**config.mk**
```make
export PLATFORM = sky130hd
export DESIGN_NAME = vpd_out_stage
export DESIGN_NICKNAME = d
export VERILOG_FILES = /design/src/sv/vpd_pkg.sv /design/src/sv/vpd_out_stage.sv
export SDC_FILE = /design/constraint.sdc
export NUM_CORES = 1
export LEC_CHECK = 0
export ABC_AREA = 1
export BUFFER_PORTS_ARGS = -buffer_cell sky130_fd_sc_hd__buf_2
export CELL_PAD_IN_SITES_DETAIL_PLACEMENT = 1
export CELL_PAD_IN_SITES_GLOBAL_PLACEMENT = 1
export CORE_MARGIN = 10
export CORE_UTILIZATION = 40
export DETAILED_ROUTE_END_ITERATION = 10
export HOLD_SLACK_MARGIN = 0.12
export PLACE_DENSITY = 0.85
export SETUP_SLACK_MARGIN = 0.5
export SLEW_MARGIN = 20
export SYNTH_ARGS = -nofsm -noshare
export SYNTH_HDL_FRONTEND = slang
export SYNTH_SLANG_ARGS = --single-unit
```
**constraint.sdc**
```tcl
create_clock -name i_clk -period 9.75 [get_ports i_clk]
set_clock_uncertainty 0.1 [all_clocks]
set_input_delay 0.4875 -clock i_clk [delete_from_list [all_inputs] [get_ports i_clk]]
set_output_delay 0.4875 -clock i_clk [all_outputs]
set_load 0.05 [all_outputs]
```
**src/sv/vpd_pkg.sv**
```systemverilog
package vpd_pkg;

    localparam int unsigned DATA_W     = 32;
    localparam int unsigned DIV_W      = 31;
    localparam int unsigned NUM_CELLS  = DATA_W;
    localparam int unsigned CFG_IDX_W  = 2;

    // configuration register indexes
    localparam logic [CFG_IDX_W-1:0] CFG_NEAR_LIMIT = 2'd0;
    localparam logic [CFG_IDX_W-1:0] CFG_MID_DEPTH  = 2'd1;

    localparam logic [DIV_W-1:0]  NEAR_LIMIT_RST = 31'd50;
    localparam logic [DATA_W-1:0] MID_DEPTH_RST  = 32'd0;

    localparam logic signed [DATA_W-1:0] CLIP_MARK_X   = -32'sd5000;
    localparam logic signed [DATA_W-1:0] CLIP_ESCAPE_X = -32'sd5001;

    typedef struct packed {
        logic signed [DATA_W-1:0] depth;
        logic signed [DATA_W-1:0] x_num;
        logic signed [DATA_W-1:0] y_num;
        logic                     last_in;
    } t_in_item;

    typedef struct packed {
        logic signed [DATA_W-1:0] screen_x;
        logic signed [DATA_W-1:0] screen_y;
        logic signed [DATA_W-1:0] screen_depth;
        logic                     last_out;
    } t_out_item;

    // state carried from cell to cell
    typedef struct packed {
        logic              clip;
        logic              last;
        logic              neg_x;
        logic              neg_y;
        logic [DIV_W-1:0]  divisor;
        logic [DIV_W-1:0]  rem_x;
        logic [DATA_W-1:0] quo_x;
        logic [DIV_W-1:0]  rem_y;
        logic [DATA_W-1:0] quo_y;
        logic [DATA_W-1:0] depth_out;
    } t_cell_data;

endpackage

```
**src/sv/vpd_out_stage.sv**
```systemverilog
module vpd_out_stage (
    input  logic                i_clk,
    input  logic                i_rst_n,
    input  logic                i_valid,
    input  vpd_pkg::t_cell_data i_data,
    output logic                o_advance,
    output logic                o_out_valid,
    input  logic                i_out_ready,
    output vpd_pkg::t_out_item  o_out_item
);
    import vpd_pkg::*;

    logic              r_out_valid;
    t_out_item         r_out;
    logic              r_skid_valid;
    t_out_item         r_skid;
    t_out_item         n_item;
    logic [DATA_W-1:0] q_x;
    logic [DATA_W-1:0] q_y;
    logic              arrive;

    // restore signs, apply clip marker and escape a colliding quotient
    always_comb begin
        q_x = i_data.neg_x ? DATA_W'(0) - i_data.quo_x : i_data.quo_x;
        q_y = i_data.neg_y ? DATA_W'(0) - i_data.quo_y : i_data.quo_y;
        n_item.screen_y     = q_y;
        n_item.screen_depth = i_data.depth_out;
        n_item.last_out     = i_data.last;
        if (i_data.clip) begin
            n_item.screen_x = CLIP_MARK_X;
        end else if (q_x == CLIP_MARK_X) begin
            n_item.screen_x = CLIP_ESCAPE_X;
        end else begin
            n_item.screen_x = q_x;
        end
    end

    assign o_advance = !r_skid_valid;
    assign arrive    = i_valid && !r_skid_valid;

    always_ff @(posedge i_clk) begin
        if (!i_rst_n) begin
            r_out_valid  <= 1'b0;
            r_skid_valid <= 1'b0;
        end else if (r_out_valid && !i_out_ready) begin
            if (arrive) begin
                r_skid_valid <= 1'b1;
            end
        end else if (r_skid_valid) begin
            r_out_valid  <= 1'b1;
            r_skid_valid <= 1'b0;
        end else begin
            r_out_valid <= arrive;
        end
    end

    always_ff @(posedge i_clk) begin
        if (r_out_valid && !i_out_ready) begin
            if (arrive) begin
                r_skid <= n_item;
            end
        end else if (r_skid_valid) begin
            r_out <= r_skid;
        end else if (arrive) begin
            r_out <= n_item;
        end
    end

    assign o_out_valid = r_out_valid;
    assign o_out_item  = r_out;

endmodule

```
# Word level (Yosys, flattened, before mapping)
# Cells that the tools add are included.
totals:
  reg_bits: 196
  inputBits: 197
  output_inout_bits: 99
  word_cells: 29
classes:
  add_sub_neg: 2
  n_eq_ne: 1
  mux: 7
  n_bitwise: 1
  reduce_logical: 8
ops:
  columns: ["op", "n"]
  rows:
  - ["$mux W97", 2]
  - ["$mux W32", 4]
  - ["$sub A1 B32 Y32 const A", 2]
  - ["$eq A32 B32 Y1 const B", 1]
  - ["$reduce_and A2 Y1", 3]
  - ["$logic_and A1 B1 Y1", 2]
  - ["$logic_not A1 Y1", 2]
  - ["$reduce_bool A2 Y1", 1]
  - ["$mux W1", 1]
  - ["$not A1 Y1", 1]

# Logic depth before layout (Yosys ltp)
depth:
  word_depth: 7
  depth_mapped: 19
  depth_no_buf: 19

# Worst setup path after synthesis
# OpenSTA, ideal clock, no wires.
synth_path:
  kind: "flip-flop to flip-flop"
  start: "register r_out_valid, in the netlist o_out_valid"
  end: "register r_skid[0] in the netlist's numbering, enable pin"
  setup_time_ns: 0.554
  t_arrival_ns: 4.933
  required_time_ns: 9.096
  setup_slack_ns: 4.163
  path_stages_with_launch: 5
  path_buffers: 0
  synth_period_minus_slack_ns: 5.587
  path_cell_list: "dfxtp_1 inv_1 nor2_1 inv_1 nor2_1"
synth_between:
  elab_chain_len: 2
synth_rtl:
  columns: ["item", "line_no", "text"]
  rows:
  - ["start, declared", "vpd_out_stage.sv:13", "logic r_out_valid;"]
  - ["start signal, assigned", "vpd_out_stage.sv:53", "r_out_valid <= arrive;"]
  - ["$logic_and A1 B1 Y1", "vpd_out_stage.sv:58", "if (r_out_valid && !i_out_ready) begin"]
  - ["$reduce_and A2 Y1 (no source line)", null, null]
  - ["end signal, assigned", "vpd_out_stage.sv:60", "r_skid <= n_item;"]
  - ["end, declared", "vpd_out_stage.sv:16", "t_out_item r_skid;"]
# Every way passes these cells.
# A chain may end at the register's enable or synchronous reset.

# Final worst setup path
layout_path:
  start: "register r_skid_valid"
  end: "register r_out, in the netlist o_out_item[57], enable pin"
layout_between:
  elab_chain_len: 4
layout_rtl:
  columns: ["item", "line_no", "text"]
  rows:
  - ["start, declared", "vpd_out_stage.sv:15", "logic r_skid_valid;"]
  - ["start signal, assigned", "vpd_out_stage.sv:44", "r_skid_valid <= 1'b0;"]
  - ["start signal, assigned", "vpd_out_stage.sv:47", "r_skid_valid <= 1'b1;"]
  - ["start signal, assigned", "vpd_out_stage.sv:51", "r_skid_valid <= 1'b0;"]
  - ["$logic_not A1 Y1", "vpd_out_stage.sv:39", "assign arrive = i_valid && !r_skid_valid;"]
  - ["$logic_and A1 B1 Y1", "vpd_out_stage.sv:39", null]
  - ["$reduce_bool A2 Y1 (no source line) (*)", null, null]
  - ["$reduce_and A2 Y1 (no source line) (*)", null, null]
  - ["end signal, assigned", "vpd_out_stage.sv:63", "r_out <= r_skid;"]
  - ["end signal, assigned", "vpd_out_stage.sv:65", "r_out <= n_item;"]
  - ["end, declared", "vpd_out_stage.sv:14", "t_out_item r_out;"]
# Every way passes the cells marked *; elsewhere a longest branch is shown, timed or not.

==> flow_metrics.py <==
metrics = {
    "worst_setup_path": {
        "arrival_ns": 3.65,
        "rrSetupSlack_ns": 6.06,
        "start_kind": "flip-flop",
        "critical_path_peak_fanout": 66,
        "cp_top_family": "buffers and inverters",
        "cp.required_ns": 9.70,
        "cpMaxStageDelayCell": "buf_4",
        "max_stage_delay_ns": 0.84,
        "r2r-end": "o_out_item[57]",
        "critPathKind": "reg2reg",
        "ff2ff_path_depth": 4,
        "r2r-start": "r_skid_valid",
        "timing.critical_path.cells": "buf_4, nor2_1, nor2_4, buf_4",
        "cp_common_cell": "buf_4",
        "critPathBufInv": 2,
        "cp-end-kind": "flip-flop",
    },
    "synth": {
        "yosys_warnings": 0,
        "yosysUniqueCellTypes": 37,
        "async_flop_share": 0,
        "synthesis.nets": 1186,
        "synth_area_leader_cell": "edfxtp_1",
        "synth_common_cells": "nand2_1, edfxtp_1, nor2_1",
        "synth-edff-count": 194,
        "synth_cells": 987,
        "synth.area.top_cells": "edfxtp_1, nand2_1, nor2_1, nand3_1, inv_1",
        "ys.flop_type": "edfxtp_1",
        "yosysMostFrequentCell": "nand2_1",
        "synth_top_area_share": 0.623,
        "ys_ff_latch": 196,
        "syn_area_per_cell_um2": 9.47,
        "synth_area_um2": 9350,
        "seq_area_frac_synth": 0.627,
    },
    "sta": {
        "fin_ws_ns": 6.06,
        "setup-violations-final": 0,
        "fmax_mhz": 271,
        "hold_viol": 0,
        "fin_tns_setup_ns": 0,
        "period_share": 0.379,
        "period_minus_slack_ns": 3.69,
        "tightest_slew_ns": 0.944,
        "finalMaxSlewViolations": 0,
        "grt_setup_unrepaired": "no",
        "slew_headroom": 0.370,
    },
    "routing": {
        "drt_iter0_markers": 409,
        "drcViolationCount": 0,
        "vias_per_cell": 4.92,
        "firstDrtPassIters": 5,
        "wl_per_cell_um": 17.9,
        "route.final.wire_length_um": 27000,
        "postRouteAntennaNets": 0,
        "vias": 7416,
    },
    "die": {
        "die_h_um": 173,
        "dieArea_um2": 29900,
        "initial_core_util": 0.409,
        "ios": 296,
        "core_area_um2": 22800,
        "die_w_um": 173,
        "rows": 55,
    },
    "run": {
        "drv_cap": 0,
    },
    "global_routing": {
        "antenna_found_initial": 1,
        "gr-total-overflow": 0,
        "grt_max_degree": 102,
        "grt_pass1_vias": 7840,
        "grt_pass1_wl_um": 42500,
        "grtUsageTotal": 0.176,
    },
    "finish": {
        "multi_input_area_um2": 3150,
        "area_delta_synth_final_pct": 20.8,
        "regArea_um2": 5870,
        "drive_above_1_share": 0.232,
        "fin_nets": 1378,
        "fill_cells": 2681,
    },
    "min_path": {
        "hp-class": "in2reg",
        "worstHoldStart": "i_data[22]",
        "hold_end": "r_skid[23]",
        "hold-path-cell-count": 1,
    },
    "clock_network": {
        "insertion_delay_ns": 0.43,
        "cts_buffer_depth": 2,
        "root_buffer": "clkbuf_16",
        "tritoncts": "done",
        "cts_htree_levels": 4,
        "cts_made_buffers": 17,
        "clk_pin_slew_ns": 0.08,
        "ctsResizeCount": 0,
        "clock-sinks": 196,
        "hold_buffers": 0,
        "postCtsSetupBuffers": 0,
    },
    "pwr": {
        "p_per_area_nw_per_um2": 179,
        "p_leak_nw": 4.89,
        "ir_drop_mv": 0.110,
    },
    "place": {
        "hpwl_um": 20100,
        "gp_congestion": 0.861,
        "portBuffers": 202,
        "post-place-ws_ns": 6.02,
    },
    "status": {
        "outcome": "complete, no violations",
    },
}
==> placed cells by master (no fill, tap or decap), drive strengths merged <==
cell type    n
nand2      448
buf        207
edfxtp     194
nor2        95
inv         62
nand3       55
xor2        20
clkbuf      17
o21ai       17
nor3        10
a31oi        9
xnor2        8
clkinv       8
nand3b       7
a21oi        7
nand4        5
or2          5
and2         4
o211ai       2
nor4         2
o21bai       2
ha           2
dfxtp        2
diode        1
and3         1
o21a         1
a41oi        1
clkinvlp     1
==> flip-flops by register name (all words and copies together), names as in the netlist <==
register,flops
r_skid,97
o_out_item,97
o_out_valid,1
r_skid_valid,1
==> cells by family after synthesis <==
logic type | count (synthesis) | share of synthesized area
AOI/OAI and AO/OA | 39 | 0.0242
xor gates and xnor gates | 28 | 0.0270
adders and majority gates | 2 | 0.00268
buffers and inverters | 90 | 0.0373
DFF | 196 | 0.627
and+or+nand+nor | 632 | 0.281
==> layout make-up <==
class / instances / share of cell area
antenna: 1 / 0.000222
clock buffer: 17 / 0.0377
clock inverter: 15 / 0.0158
inverter: 56 / 0.0187
multi-input combinational: 701 / 0.279
sequential: 196 / 0.520
tap: 313 / 0.0347
timing repair buffer: 207 / 0.0943
==> routing by layer <==
layer	track usage	routed length (um)	up-vias
met2	0.308	13600	191
met5	0	0	-
met4	0.0532	455	0
met1	0.216	11900	3570
met3	0.0322	1040	31
li1	-	-	3624
==> power breakdown <==
group          switching [mW]  internal, mW
registers              0.0140         0.984
clock network           0.349         0.349
logic                   0.250        0.0762
==> metrics by stage <==
stage / hold WS, ns / utilization / cell area, um^2 / instances / total power [mW]
2_1_floorplan: 0.394 / - / 9350 / 987 / 1.24
3_3_place_gp: 0.398 / 0.467 / 10700 / 1472 / 1.33
3_5_place_dp: 0.404 / 0.467 / 10700 / 1472 / 1.35
4_1_cts: 0.124 / 0.493 / 11300 / 1504 / 2.04
5_1_grt: 0.121 / 0.494 / 11300 / 1506 / 2.10
6_report: 0.142 / 0.494 / 11300 / 1506 / 2.02
==> how the worst max path moves through the flow <==
stage | to | cells after the start | slack [ns] | from
after floorplan | r_skid[0] | 4 | 4.16 | o_out_valid
after global placement | o_out_item[52] | 4 | 6.10 | r_skid_valid
after detailed placement | o_out_item[71] | 4 | 6.02 | r_skid_valid
after CTS | o_out_item[74] | 4 | 6.00 | r_skid_valid
after global routing | o_out_item[52] | 4 | 5.75 | r_skid_valid
final | o_out_item[57] | 4 | 6.06 | r_skid_valid
No activity file was read; power rests on OpenSTA's default activity.
