**src/sv/vpd_pkg.sv**
```systemverilog
package vpd_pkg;

    localparam int unsigned DATA_W     = 32;
    localparam int unsigned DIV_W      = 31;
    localparam int unsigned NUM_CELLS  = DATA_W;
    localparam int unsigned CFG_IDX_W  = 2;

    // configuration register indexes
    localparam logic [CFG_IDX_W-1:0] CFG_NEAR_LIMIT = 2'd0;
    localparam logic [CFG_IDX_W-1:0] CFG_MID_DEPTH  = 2'd1;

    localparam logic [DIV_W-1:0]  NEAR_LIMIT_RST = 31'd50;
    localparam logic [DATA_W-1:0] MID_DEPTH_RST  = 32'd0;

    localparam logic signed [DATA_W-1:0] CLIP_MARK_X   = -32'sd5000;
    localparam logic signed [DATA_W-1:0] CLIP_ESCAPE_X = -32'sd5001;

    typedef struct packed {
        logic signed [DATA_W-1:0] depth;
        logic signed [DATA_W-1:0] x_num;
        logic signed [DATA_W-1:0] y_num;
        logic                     last_in;
    } t_in_item;

    typedef struct packed {
        logic signed [DATA_W-1:0] screen_x;
        logic signed [DATA_W-1:0] screen_y;
        logic signed [DATA_W-1:0] screen_depth;
        logic                     last_out;
    } t_out_item;

    // state carried from cell to cell
    typedef struct packed {
        logic              clip;
        logic              last;
        logic              neg_x;
        logic              neg_y;
        logic [DIV_W-1:0]  divisor;
        logic [DIV_W-1:0]  rem_x;
        logic [DATA_W-1:0] quo_x;
        logic [DIV_W-1:0]  rem_y;
        logic [DATA_W-1:0] quo_y;
        logic [DATA_W-1:0] depth_out;
    } t_cell_data;

endpackage

```
**src/sv/vpd_cell.sv**
```systemverilog
module vpd_cell (
    input  logic                i_clk,
    input  logic                i_rst_n,
    input  logic                i_en,
    input  logic                i_valid,
    input  vpd_pkg::t_cell_data i_data,
    output logic                o_valid,
    output vpd_pkg::t_cell_data o_data
);
    import vpd_pkg::*;

    logic                r_valid;
    t_cell_data          r_data;
    t_cell_data          n_data;
    logic [DATA_W-1:0]   shift_x;
    logic [DATA_W-1:0]   shift_y;
    logic [DATA_W-1:0]   dvs;
    logic                bit_x;
    logic                bit_y;

    // one restoring step per numerator: bring down the next dividend bit
    always_comb begin
        dvs     = {1'b0, i_data.divisor};
        shift_x = {i_data.rem_x, i_data.quo_x[DATA_W-1]};
        shift_y = {i_data.rem_y, i_data.quo_y[DATA_W-1]};
        bit_x   = (shift_x >= dvs);
        bit_y   = (shift_y >= dvs);
        n_data  = i_data;
        n_data.rem_x = bit_x ? DIV_W'(shift_x - dvs) : shift_x[DIV_W-1:0];
        n_data.rem_y = bit_y ? DIV_W'(shift_y - dvs) : shift_y[DIV_W-1:0];
        n_data.quo_x = {i_data.quo_x[DATA_W-2:0], bit_x};
        n_data.quo_y = {i_data.quo_y[DATA_W-2:0], bit_y};
    end

    always_ff @(posedge i_clk) begin
        if (!i_rst_n) begin
            r_valid <= 1'b0;
        end else if (i_en) begin
            r_valid <= i_valid;
        end
    end

    always_ff @(posedge i_clk) begin
        if (i_en) begin
            r_data <= n_data;
        end
    end

    assign o_valid = r_valid;
    assign o_data  = r_data;

endmodule

```
**config.mk**
```make
export PLATFORM = sky130hd
export DESIGN_NAME = vpd_cell
export DESIGN_NICKNAME = d
export VERILOG_FILES = /design/src/sv/vpd_pkg.sv /design/src/sv/vpd_cell.sv
export SDC_FILE = /design/constraint.sdc
export NUM_CORES = 1
export LEC_CHECK = 0
export BUFFER_PORTS_ARGS = -buffer_cell sky130_fd_sc_hd__buf_2
export CAP_MARGIN = 20
export CELL_PAD_IN_SITES_DETAIL_PLACEMENT = 0
export CELL_PAD_IN_SITES_GLOBAL_PLACEMENT = 1
export CORE_MARGIN = 3
export CORE_UTILIZATION = 41
export DETAILED_ROUTE_END_ITERATION = 8
export MAX_ROUTING_LAYER = met4
export PLACE_DENSITY = 0.88
export SLEW_MARGIN = 5
export SYNTH_ARGS = -nofsm -noshare
export SYNTH_HDL_FRONTEND = slang
export SYNTH_SLANG_ARGS = --single-unit
```
**constraint.sdc**
```tcl
create_clock -name i_clk -period 6.1 [get_ports i_clk]
set_input_delay 0.915 -clock i_clk [delete_from_list [all_inputs] [get_ports i_clk]]
set_output_delay 0.915 -clock i_clk [all_outputs]
set_load 0.1 [all_outputs]
```
# After elaboration in Yosys (flattened, before gate mapping)
# Cells that the tools add are included.
[totals]
register_bits = 194
out_inout_bits = 194
[classes]
add_sub_neg = 2
muxes = 2
order_cmp = 2
[op_table]
columns = ["operator", "n"]
rows = [
  ["32-bit by 31-bit greater-or-equal comparator with 1-bit output", 2],
  ["31-bit two-way mux", 2],
  ["31-bit subtractor", 2],
]

# Longest topological paths before layout
# Gate-level depths: netlist of the first run.
[depth]
depth_word = 2
depth_mapped = 13

# Worst setup path before layout of the first run
# No wires, ideal clock.
[synth_path]
kind = "input to register"
start = "input port i_data[63] (netlist bit)"
end = "register r_data, in the netlist o_data[94] (data pin)"
path_slack_ps = 2823
setup_ps = 260
path_buffers = 0
arrival_ps = 3017
path_stages = 12
path_cell_list = "inv_1 -> ha_1 -> fa_1 -> nor2b_1 -> o21ai_1 -> a21oi_1 -> o31ai_2 -> a211oi_1 -> o32ai_2 -> o31ai_1 -> xor2_1 -> mux2_2"
[synth_rtl]
columns = ["element", "line_no", "source"]
rows = [
  ["from (decl)", "vpd_cell.sv:6", "input vpd_pkg::t_cell_data i_data,"],
  ["to (signal assigned)", "vpd_cell.sv:45", "r_data <= n_data;"],
  ["to (decl)", "vpd_cell.sv:13", "t_cell_data r_data;"],
]

==> metrics.md, run 1 <==
| Metric | Value |
|---|---|
| Synth top area cells | edfxtp_1 58%, ha_1 7.8%, a21oi_1 3.9% |
| Port Buf Inserts | just under 400 |
| Maxcap violations | 0 |
| Root buffer cell | clkbuf_16 |
| Initial core utilization | between 40% and 50% |
| Final layout net count | 1,481 |
| Peak Freq | 263 MHz |
| Leading area contributor after synthesis | edfxtp_1 |
| CP arrival | between 3 and 4 ns |
| CTS resizes | 0 |
| Final min period | about 3.8 ns |
| Hold Violations, Final | 0 |
| R2R Path End | o_valid |
| Hold path start | o_valid |
| Max-slew violations | 0 |
| 1st-iter DRT viols | between 500 and 600 |
| Most instantiated library cell after synthesis | edfxtp_1 |
| Post-synth EDFFs | between 150 and 200 |
| DRC | 0 |
| Register share of total power | between 30% and 40% |
| Total track usage | between 20% and 30% |
| Core Rows | between 50 and 60 |
| Type of the worst min-delay path | reg -> reg |
| Hold path depth | 2 |
| Crit-path max FO | 42 |
| Clock power frac | around 25% |
| Setup violations, final | 0 |
| Switching pwr | roughly 2.0 mW |
| Largest net degree at the start of global routing | about 80 |
| Max clock buf depth | 2 |
| Yosys warns | 0 |
| Share of cells above drive strength 1 | a little under two fifths |
| Design area | around 13,000 um^2 |
| Final period util | just over 60% |
| Highest Signal Layer | met4 |
| CP Buf/Inv Count | 4 |
| Vias | 7,936 |
| Max_slew headroom | 32.1% |
| Synth Net Count | around 1,100 |
| Die W | around 160 um |
| Top cell type's share of synthesized area | about three fifths |
| WL/cell | approximately 19 um |
| WL met3 | just under 2 mm |
| Power Total | ~4.5 mW |
| Core Util, Final | between 50% and 60% |
| Commonest cells in the netlist | 193 x edfxtp_1, 77 x a21oi_1, 67 x nand2_1 |
| Pint | roughly 2.5 mW |
| Combinational share of power | ~38% |
| Clock latency reported for the late side of the worst-skew pair | between 0.4 and 0.5 ns |
| CTS sink cnt | a little under 200 |
| Core area | 23,700 um^2 |
| Sw Share | between 40 and 50% |
| Crit. End Element | flop |
| Ports | roughly 400 |
| Final GP Congestion | 0.943 |
| Synthesized flop and latch total | a little under 200 |
| Cells after synthesis | 832 |
| Vias in the first global route | around 7,700 |
| Setup TNS | 0 ns |
| Mean Syn Cell Area | 12.0 um^2 |
| RSZ-0062 raised after global routing | no |
| Die area | 26,200 um^2 |
| R2r setup slk | approximately 5.5 ns |
| Asr flop ratio synth | 0% |
| RR Startpoint | o_valid |
| Critical Path Max Stage Delay | around 0.63 ns |
| Least-Margin Pin Slew | 1.01 ns |
| Ys flop type | edfxtp_1 |
| Met1 Wirelength | ~12 mm |
| DR vias/cell | between 5 and 6 |
| Reg2Reg Depth | 2 |
| Post-DP Area | roughly 12,000 um^2 |
| Worst-path clk slew | around 0.080 ns |
| CTS tree | yes |
| GRT overflow | 0 |
| Pre-Repair DR Iteration Count | 5 |
| Seq/Total Area, Yosys | 58.5% |
| Worst EP required | 6.28 ns |
| Leakage | 5.62 nW |
| Crit-path cells | buf_2, inv_1, ha_1, a2111o_1, o221ai_2, nand3_1, a21o_1, a211oi_4, buf_4, inv_2, mux2_1 |
| CTS Hold Bufs | 0 |
| Post-Route WL | 29.7 mm |
| Crit path kind | in -> reg |
| Peak VDD IR | 0.159 mV |
| WHS Endpoint | o_valid |
| Status | finished, final reports clean |
| Vert. Die Dim | between 150 and 200 um |
| Setup Skew | 0 ns |
| Hpwl dp | roughly 24 mm |
| Inserted Clock Buffers | 17 |
| Startpoint types | input port |
| H-tree Lvls | 4 |
| Critical path's top delay family | compound AO/OA/AOI/OAI gates |
| Post-CTS Setup Inserts | 0 |
| Crit-path slowest cell | a211oi_4 |
| Initial antenna violation count | 4 |
| Count of different cell masters after synthesis | 68 |
| Layout area overhead | 29.0% |
| WL met2 | ~15 mm |
| First-pass GRT wire length | between 40 and 50 mm |
| PD cells | between 300 and 400 nW/um^2 |
| Mapped cell area | 9950 um^2 |
| Post-route ant nets | 0 |
==> cell families after synthesis <==
group / count (synthesis) / share of synthesized area (%)
flops: 194 / 58.5
xor+xnor: 50 / 4.40
buf+inv: 76 / 3.17
compound gates: 228 / 14.3
simple gates: 207 / 9.99
fa+ha+maj: 64 / 8.20
mux: 13 / 1.51
==> metal layers <==
layer / vias up / GRT usage, %
li1: 3872 / -
met1: 3739 / 27.4
met2: 287 / 38.5
met3: 38 / 4.13
met4: 0 / 6.40
met5: - / -
==> per-stage QoR <==
step | setup WS (ns) | hold slack, ns | std cells
after global placement | 1.93 | 0.495 | 1520
after CTS | 2.28 | 0.544 | 1552
final | 2.30 | 0.543 | 1556
after detailed placement | 1.83 | 0.532 | 1520
after floorplan | 2.82 | 0.981 | 832
after global routing | 1.97 | 0.615 | 1556
==> cells in the final DEF, fill, tap and decap left out, types with 4 or more instances in the layout <==
cell type | netlist | routed
nand3_1 | 12 | 12
ha_1 | 62 | 62
mux2_2 | 6 | 6
o21a_1 | 6 | 6
nor2b_1 | 7 | 7
nor2_1 | 58 | 58
xor2_1 | 22 | 22
clkinv_8 | 0 | 6
a21o_1 | 20 | 20
buf_2 | 3 | 389
o21bai_1 | 6 | 6
inv_6 | 0 | 5
a211oi_1 | 4 | 4
o21ai_0 | 63 | 63
edfxtp_1 | 193 | 193
nor3_1 | 7 | 7
a21oi_1 | 77 | 77
o31ai_1 | 4 | 4
nand2_1 | 67 | 67
or2_2 | 4 | 4
and3_1 | 7 | 7
nand2b_1 | 10 | 10
and2_1 | 5 | 5
inv_1 | 51 | 51
o21ai_1 | 8 | 8
a21oi_2 | 4 | 4
clkbuf_16 | 0 | 17
diode_2 | 0 | 4
nand4_1 | 16 | 16
xnor2_1 | 28 | 28
a31oi_1 | 6 | 6
==> registers in the layout, summed over array words and instances (netlist names) <==
signal / cells
o_data: 193
o_valid: 1
==> worst reg2reg max path, stage by stage, from the launching register on <==
cell and delay [ns]:
dfxtp_1 0.34, mux2i_1 0.07, nor2b_1 0.15
==> cell type report <==
type	count	area, um^2
fillers	2146	10900
flip-flops and latches	194	5820
multi-input cells	562	3820
repair buffers	393	1980
clock buffers	17	425
well taps	319	399
inverters	52	195
clock inverters	15	186
diodes	4	10.0
==> power by group through the flow <==
stage	Combinational (mW)	Clock (mW)	Sequential, mW
2_1_floorplan	0.378	0	2.70
3_3_place_gp	1.71	0	1.70
3_5_place_dp	1.71	0	1.70
4_1_cts	1.72	1.17	1.67
5_1_grt	1.79	1.22	1.68
6_report	1.72	1.14	1.67
==> how the worst max path moves through the flow <==
stage / slack (ns) / from / endpoint / cells past startpoint
floorplan: 2.82 / i_data[63] / o_data[94] / 12
global placement: 1.93 / i_data[165] / o_data[150] / 11
detailed placement: 1.83 / i_data[165] / o_data[148] / 11
CTS: 2.28 / i_data[165] / o_data[148] / 11
global route: 1.97 / i_data[63] / o_data[91] / 13
finish: 2.30 / i_data[165] / o_data[150] / 11
(Power assumes the default switching activity.)
==> run 2: changes to the inputs <==
--- a/config.mk
+++ b/config.mk
@@ -5,15 +5,16 @@
 export SDC_FILE = /design/constraint.sdc
 export NUM_CORES = 1
 export LEC_CHECK = 0
+export ABC_AREA = 1
 export BUFFER_PORTS_ARGS = -buffer_cell sky130_fd_sc_hd__buf_2
 export CAP_MARGIN = 20
 export CELL_PAD_IN_SITES_DETAIL_PLACEMENT = 0
 export CELL_PAD_IN_SITES_GLOBAL_PLACEMENT = 1
 export CORE_MARGIN = 3
-export CORE_UTILIZATION = 41
+export CORE_UTILIZATION = 37
 export DETAILED_ROUTE_END_ITERATION = 8
 export MAX_ROUTING_LAYER = met4
-export PLACE_DENSITY = 0.88
+export PLACE_DENSITY = 0.83
 export SLEW_MARGIN = 5
 export SYNTH_ARGS = -nofsm -noshare
 export SYNTH_HDL_FRONTEND = slang
==> constraint.sdc (replaced) <==
create_clock -name i_clk -period 3.8 [get_ports i_clk]
set_input_delay 0.57 -clock i_clk [delete_from_list [all_inputs] [get_ports i_clk]]
set_output_delay 0.57 -clock i_clk [all_outputs]
set_load 0.1 [all_outputs]
==> run 2 against run 1 <==
Worst hold slack got worse by 0.26 ns; core utilization decreased by 6.6 points; setup slack got worse by 1.2 ns; clock skew unchanged; register-to-register slack got worse by 2.3 ns; wire length increased by 37%; synthesized area increased by 16%; critical path depth increased by 4.
==> metrics.md, run 2 <==
| Metric | Value |
|---|---|
| DR vias/cell | 4.64 (-9.1%) |
| Pre-Repair DR Iteration Count | 5 (unchanged) |
| Post-route ant nets | 0 (unchanged) |
| Switching pwr | 3.34 mW (+67%) |
| Final layout net count | 2,093 (+41%) |
| Setup TNS | 0 ns (unchanged) |
| Final GP Congestion | 0.951 (+0.87%) |
| Post-Route WL | 40.6 mm (+37%) |
| Crit path top cell by count | nand2_1 |
| Worst-path clk slew | 0.07 ns (about the same) |
| Most common cell after layout, fill and taps aside | nand2_1 |
| Register share of total power | 36.2% (-0.7 points) |
| Power Total | 7.41 mW (+64%) |
| Layout Cells excl Fill | 2,246 (+44%) |
| Critical Path Max Stage Delay | 0.39 ns (-0.24 ns) |
| Vias in the first global route | 10,100 (+32%) |
| Hold Violations, Final | 0 (unchanged) |
| Commonest cells in the netlist | 586 x nand2_1, 276 x inv_1, 193 x edfxtp_1 |
| R2R Path End | o_valid |
| Vias | 10,400 (+31%) |
| Initial antenna violation count | 5 (+1) |
| Synthesized flop and latch total | 194 (unchanged) |
| Die area | 33,300 um^2 (+27%) |
| Crit-path cells | buf_2, ha_1, fa_1, inv_1, nand2_1, nand2_1, nand3_1, nand2_1, nand2_1, nand3_1, nand2_1, nand2_4, inv_2, nand2_1, nand2_1 |
| Mapped cell area | 11,500 um^2 (+16%) |
| Most instantiated library cell after synthesis | nand2_1 |
| Clock latency reported for the late side of the worst-skew pair | 0.45 ns (+0.02 ns) |
| Peak VDD IR | 0.301 mV (+90%) |
| 1st-iter DRT viols | 555 (unchanged) |
| Final period util | about 70% |
| Count of different cell masters after synthesis | 26 (-62%) |
| Reg2Reg Depth | 2 (unchanged) |
| CTS sink cnt | 194 (unchanged) |
| Synth Net Count | 1,689 (+55%) |
| Crit-path max FO | 35 (-17%) |
| Mean Syn Cell Area | 8.08 um^2 (-32%) |
| Die W | 183 um (+13%) |
| Crit path kind | in -> reg |
| Leakage | 7.81 nW (+39%) |
| Largest net degree at the start of global routing | 80 (+2.6%) |
| Hold path depth | 1 (-1) |
| Root buffer cell | clkbuf_16 |
| Hpwl dp | 34.1 mm (+43%) |
| RR Startpoint | o_valid |
| DRC | 0 (unchanged) |
| CP Buf/Inv Count | 3 (-1) |
| Hold path start | i_data[44] |
| Vert. Die Dim | 183 um (+13%) |
| Worst EP required | 4.00 ns (-2.28 ns) |
| CP arrival | 2.89 ns (-1.09 ns) |
| Startpoint types | input port |
| RSZ-0062 raised after global routing | no |
| CTS tree | yes |
| Post-synth EDFFs | 193 (unchanged) |
| Inserted Clock Buffers | 17 (unchanged) |
| Cells after synthesis | 1,428 (+72%) |
| WHS Endpoint | o_data[45] |
| Sw Share | 45.1% (+0.86 points) |
| Core area | 30,700 um^2 (+30%) |
| Yosys warns | 0 (unchanged) |
| Critical path's top delay family | simple AND/OR/NAND/NOR gates |
| Post-CTS Setup Inserts | 0 (unchanged) |
| Pint | 4.07 mW (+61%) |
| CTS Hold Bufs | 0 (unchanged) |
| PD cells | 508 nW/um^2 (+44%) |
| Setup Skew | 0 ns (unchanged) |
| Most frequent cells in the layout | 586 x nand2_1, 389 x buf_2, 276 x inv_1, 193 x edfxtp_1, 87 x nand3_1 |
| Least-Margin Pin Slew | 0.702 ns (-0.313 ns) |
| WL/cell | 18.1 um (-5.1%) |
| Crit-path slowest cell | fa_1 |
| Asr flop ratio synth | 0% (unchanged) |
| Leading area contributor after synthesis | edfxtp_1 |
| Max reg flops | 193 (unchanged) |
| Type of the worst min-delay path | in -> reg |
| GRT overflow | 0 (unchanged) |
| Ys flop type | edfxtp_1 |
| Setup violations, final | 0 (unchanged) |
| Seq/Total Area, Yosys | 50.4% (-8.1 points) |
| Total track usage | 24.6% (+2.1 points) |
| Max_slew headroom | 53.2% (+21 points) |
| First-pass GRT wire length | 59.6 mm (+35%) |
| Maxcap violations | 0 (unchanged) |
| Combinational share of power | 39.4% (+1.5 points) |
| Layout area overhead | 26.4% |
| Port Buf Inserts | 390 (unchanged) |
| Max-slew violations | 0 (unchanged) |
| Peak Freq | around 370 MHz |
| Crit. End Element | flop |
| Synth top area cells | edfxtp_1 50%, nand2_1 19%, inv_1 9.0% |
| R2r setup slk | 3.15 ns (-2.33 ns) |
| CTS resizes | 0 (unchanged) |
| DP Cell Count | 2,209 (+45%) |
| Status | finished, final reports clean |
| Final min period | 2.69 ns |
| Clock power frac | 24.4% (-0.8 points) |
| Core Rows | 64 (+14%) |
| Ports | 391 (unchanged) |
| H-tree Lvls | 4 (unchanged) |
| Top cell type's share of synthesized area | 50.2% (-8.0 points) |
| Share of cells above drive strength 1 | 24.3% (-13 points) |
| Initial core utilization | 37.6% (-4.4 points) |
| Max clock buf depth | 2 (unchanged) |
## run 2: cell types whose count changed after synthesis, sizes merged, moves of 17 or more
cell | previous run | this run
nand2 | 68 | 590
a21o | 20 | 0
clkbuf | 17 | 0
inv | 52 | 282
nor2 | 58 | 86
nand3 | 12 | 87
a21oi | 81 | 35
o21ai | 72 | 7
xnor2 | 28 | 0
## run 2: worst max-delay path by stage
stage | from | to | slack (ns) | cells after the start
after floorplan | i_data[126] | o_data[133] | 1.35 | 17
after global placement | i_data[63] | o_data[79] | 0.58 | 17
after detailed placement | i_data[126] | o_data[145] | 0.60 | 16
after CTS | i_data[126] | o_data[134] | 1.10 | 16
after global routing | i_data[126] | o_data[130] | 0.87 | 16
final | i_data[158] | o_data[134] | 1.11 | 15
## run 2: metrics by stage
stage / area [um^2] / utilization [%] / worst slack [ns] / hold WS (ns)
2_1_floorplan: 11500 / - / 1.35 / 0.663
3_3_place_gp: 14000 / 45.6 / 0.584 / 0.528
3_5_place_dp: 14000 / 45.6 / 0.602 / 0.555
4_1_cts: 14600 / 47.5 / 1.10 / 0.261
5_1_grt: 14600 / 47.5 / 0.871 / 0.257
6_report: 14600 / 47.5 / 1.11 / 0.287
## run 2: layout make-up
type | count | area [um^2]
Fill cell | 3082 | 16100
Sequential cell | 194 | 5820
Multi-Input combinational cell | 940 | 4580
Timing Repair Buffer | 397 | 2040
Inverter | 282 | 1060
Tap cell | 396 | 495
Clock buffer | 18 | 429
Clock inverter | 14 | 151
Antenna cell | 5 | 12.5
## run 2: power by group through the flow
stage               registers, mW  clock network [mW]  logic [mW]
finish                       2.68                1.81        2.92
global route                 2.70                1.95        3.09
CTS                          2.68                1.86        2.94
detailed placement           2.73                   0        2.94
global placement             2.73                   0        2.92
floorplan                    4.30                   0       0.707
## run 2: cell families (layout without fill, tap and decap cells)
| family | after synthesis | after routing | share of synthesized area (%) |
|---|---|---|---|
| fa+ha+maj | 64 | 64 | 7.07 |
| simple gates | 800 | 800 | 28.3 |
| xor+xnor | 28 | 28 | 2.13 |
| flops | 194 | 194 | 50.4 |
| compound gates | 48 | 48 | 2.21 |
| other cells | 0 | 5 | 0 |
| buf+inv | 294 | 711 | 9.91 |
## run 2: per-layer routing
layer,global-route usage (%),vias up,routed length [um]
met3,5.78,58,2720
li1,-,5292,-
met1,28.6,4732,16600
met4,7.68,0,1110
met5,-,-,0
met2,42.3,330,20200
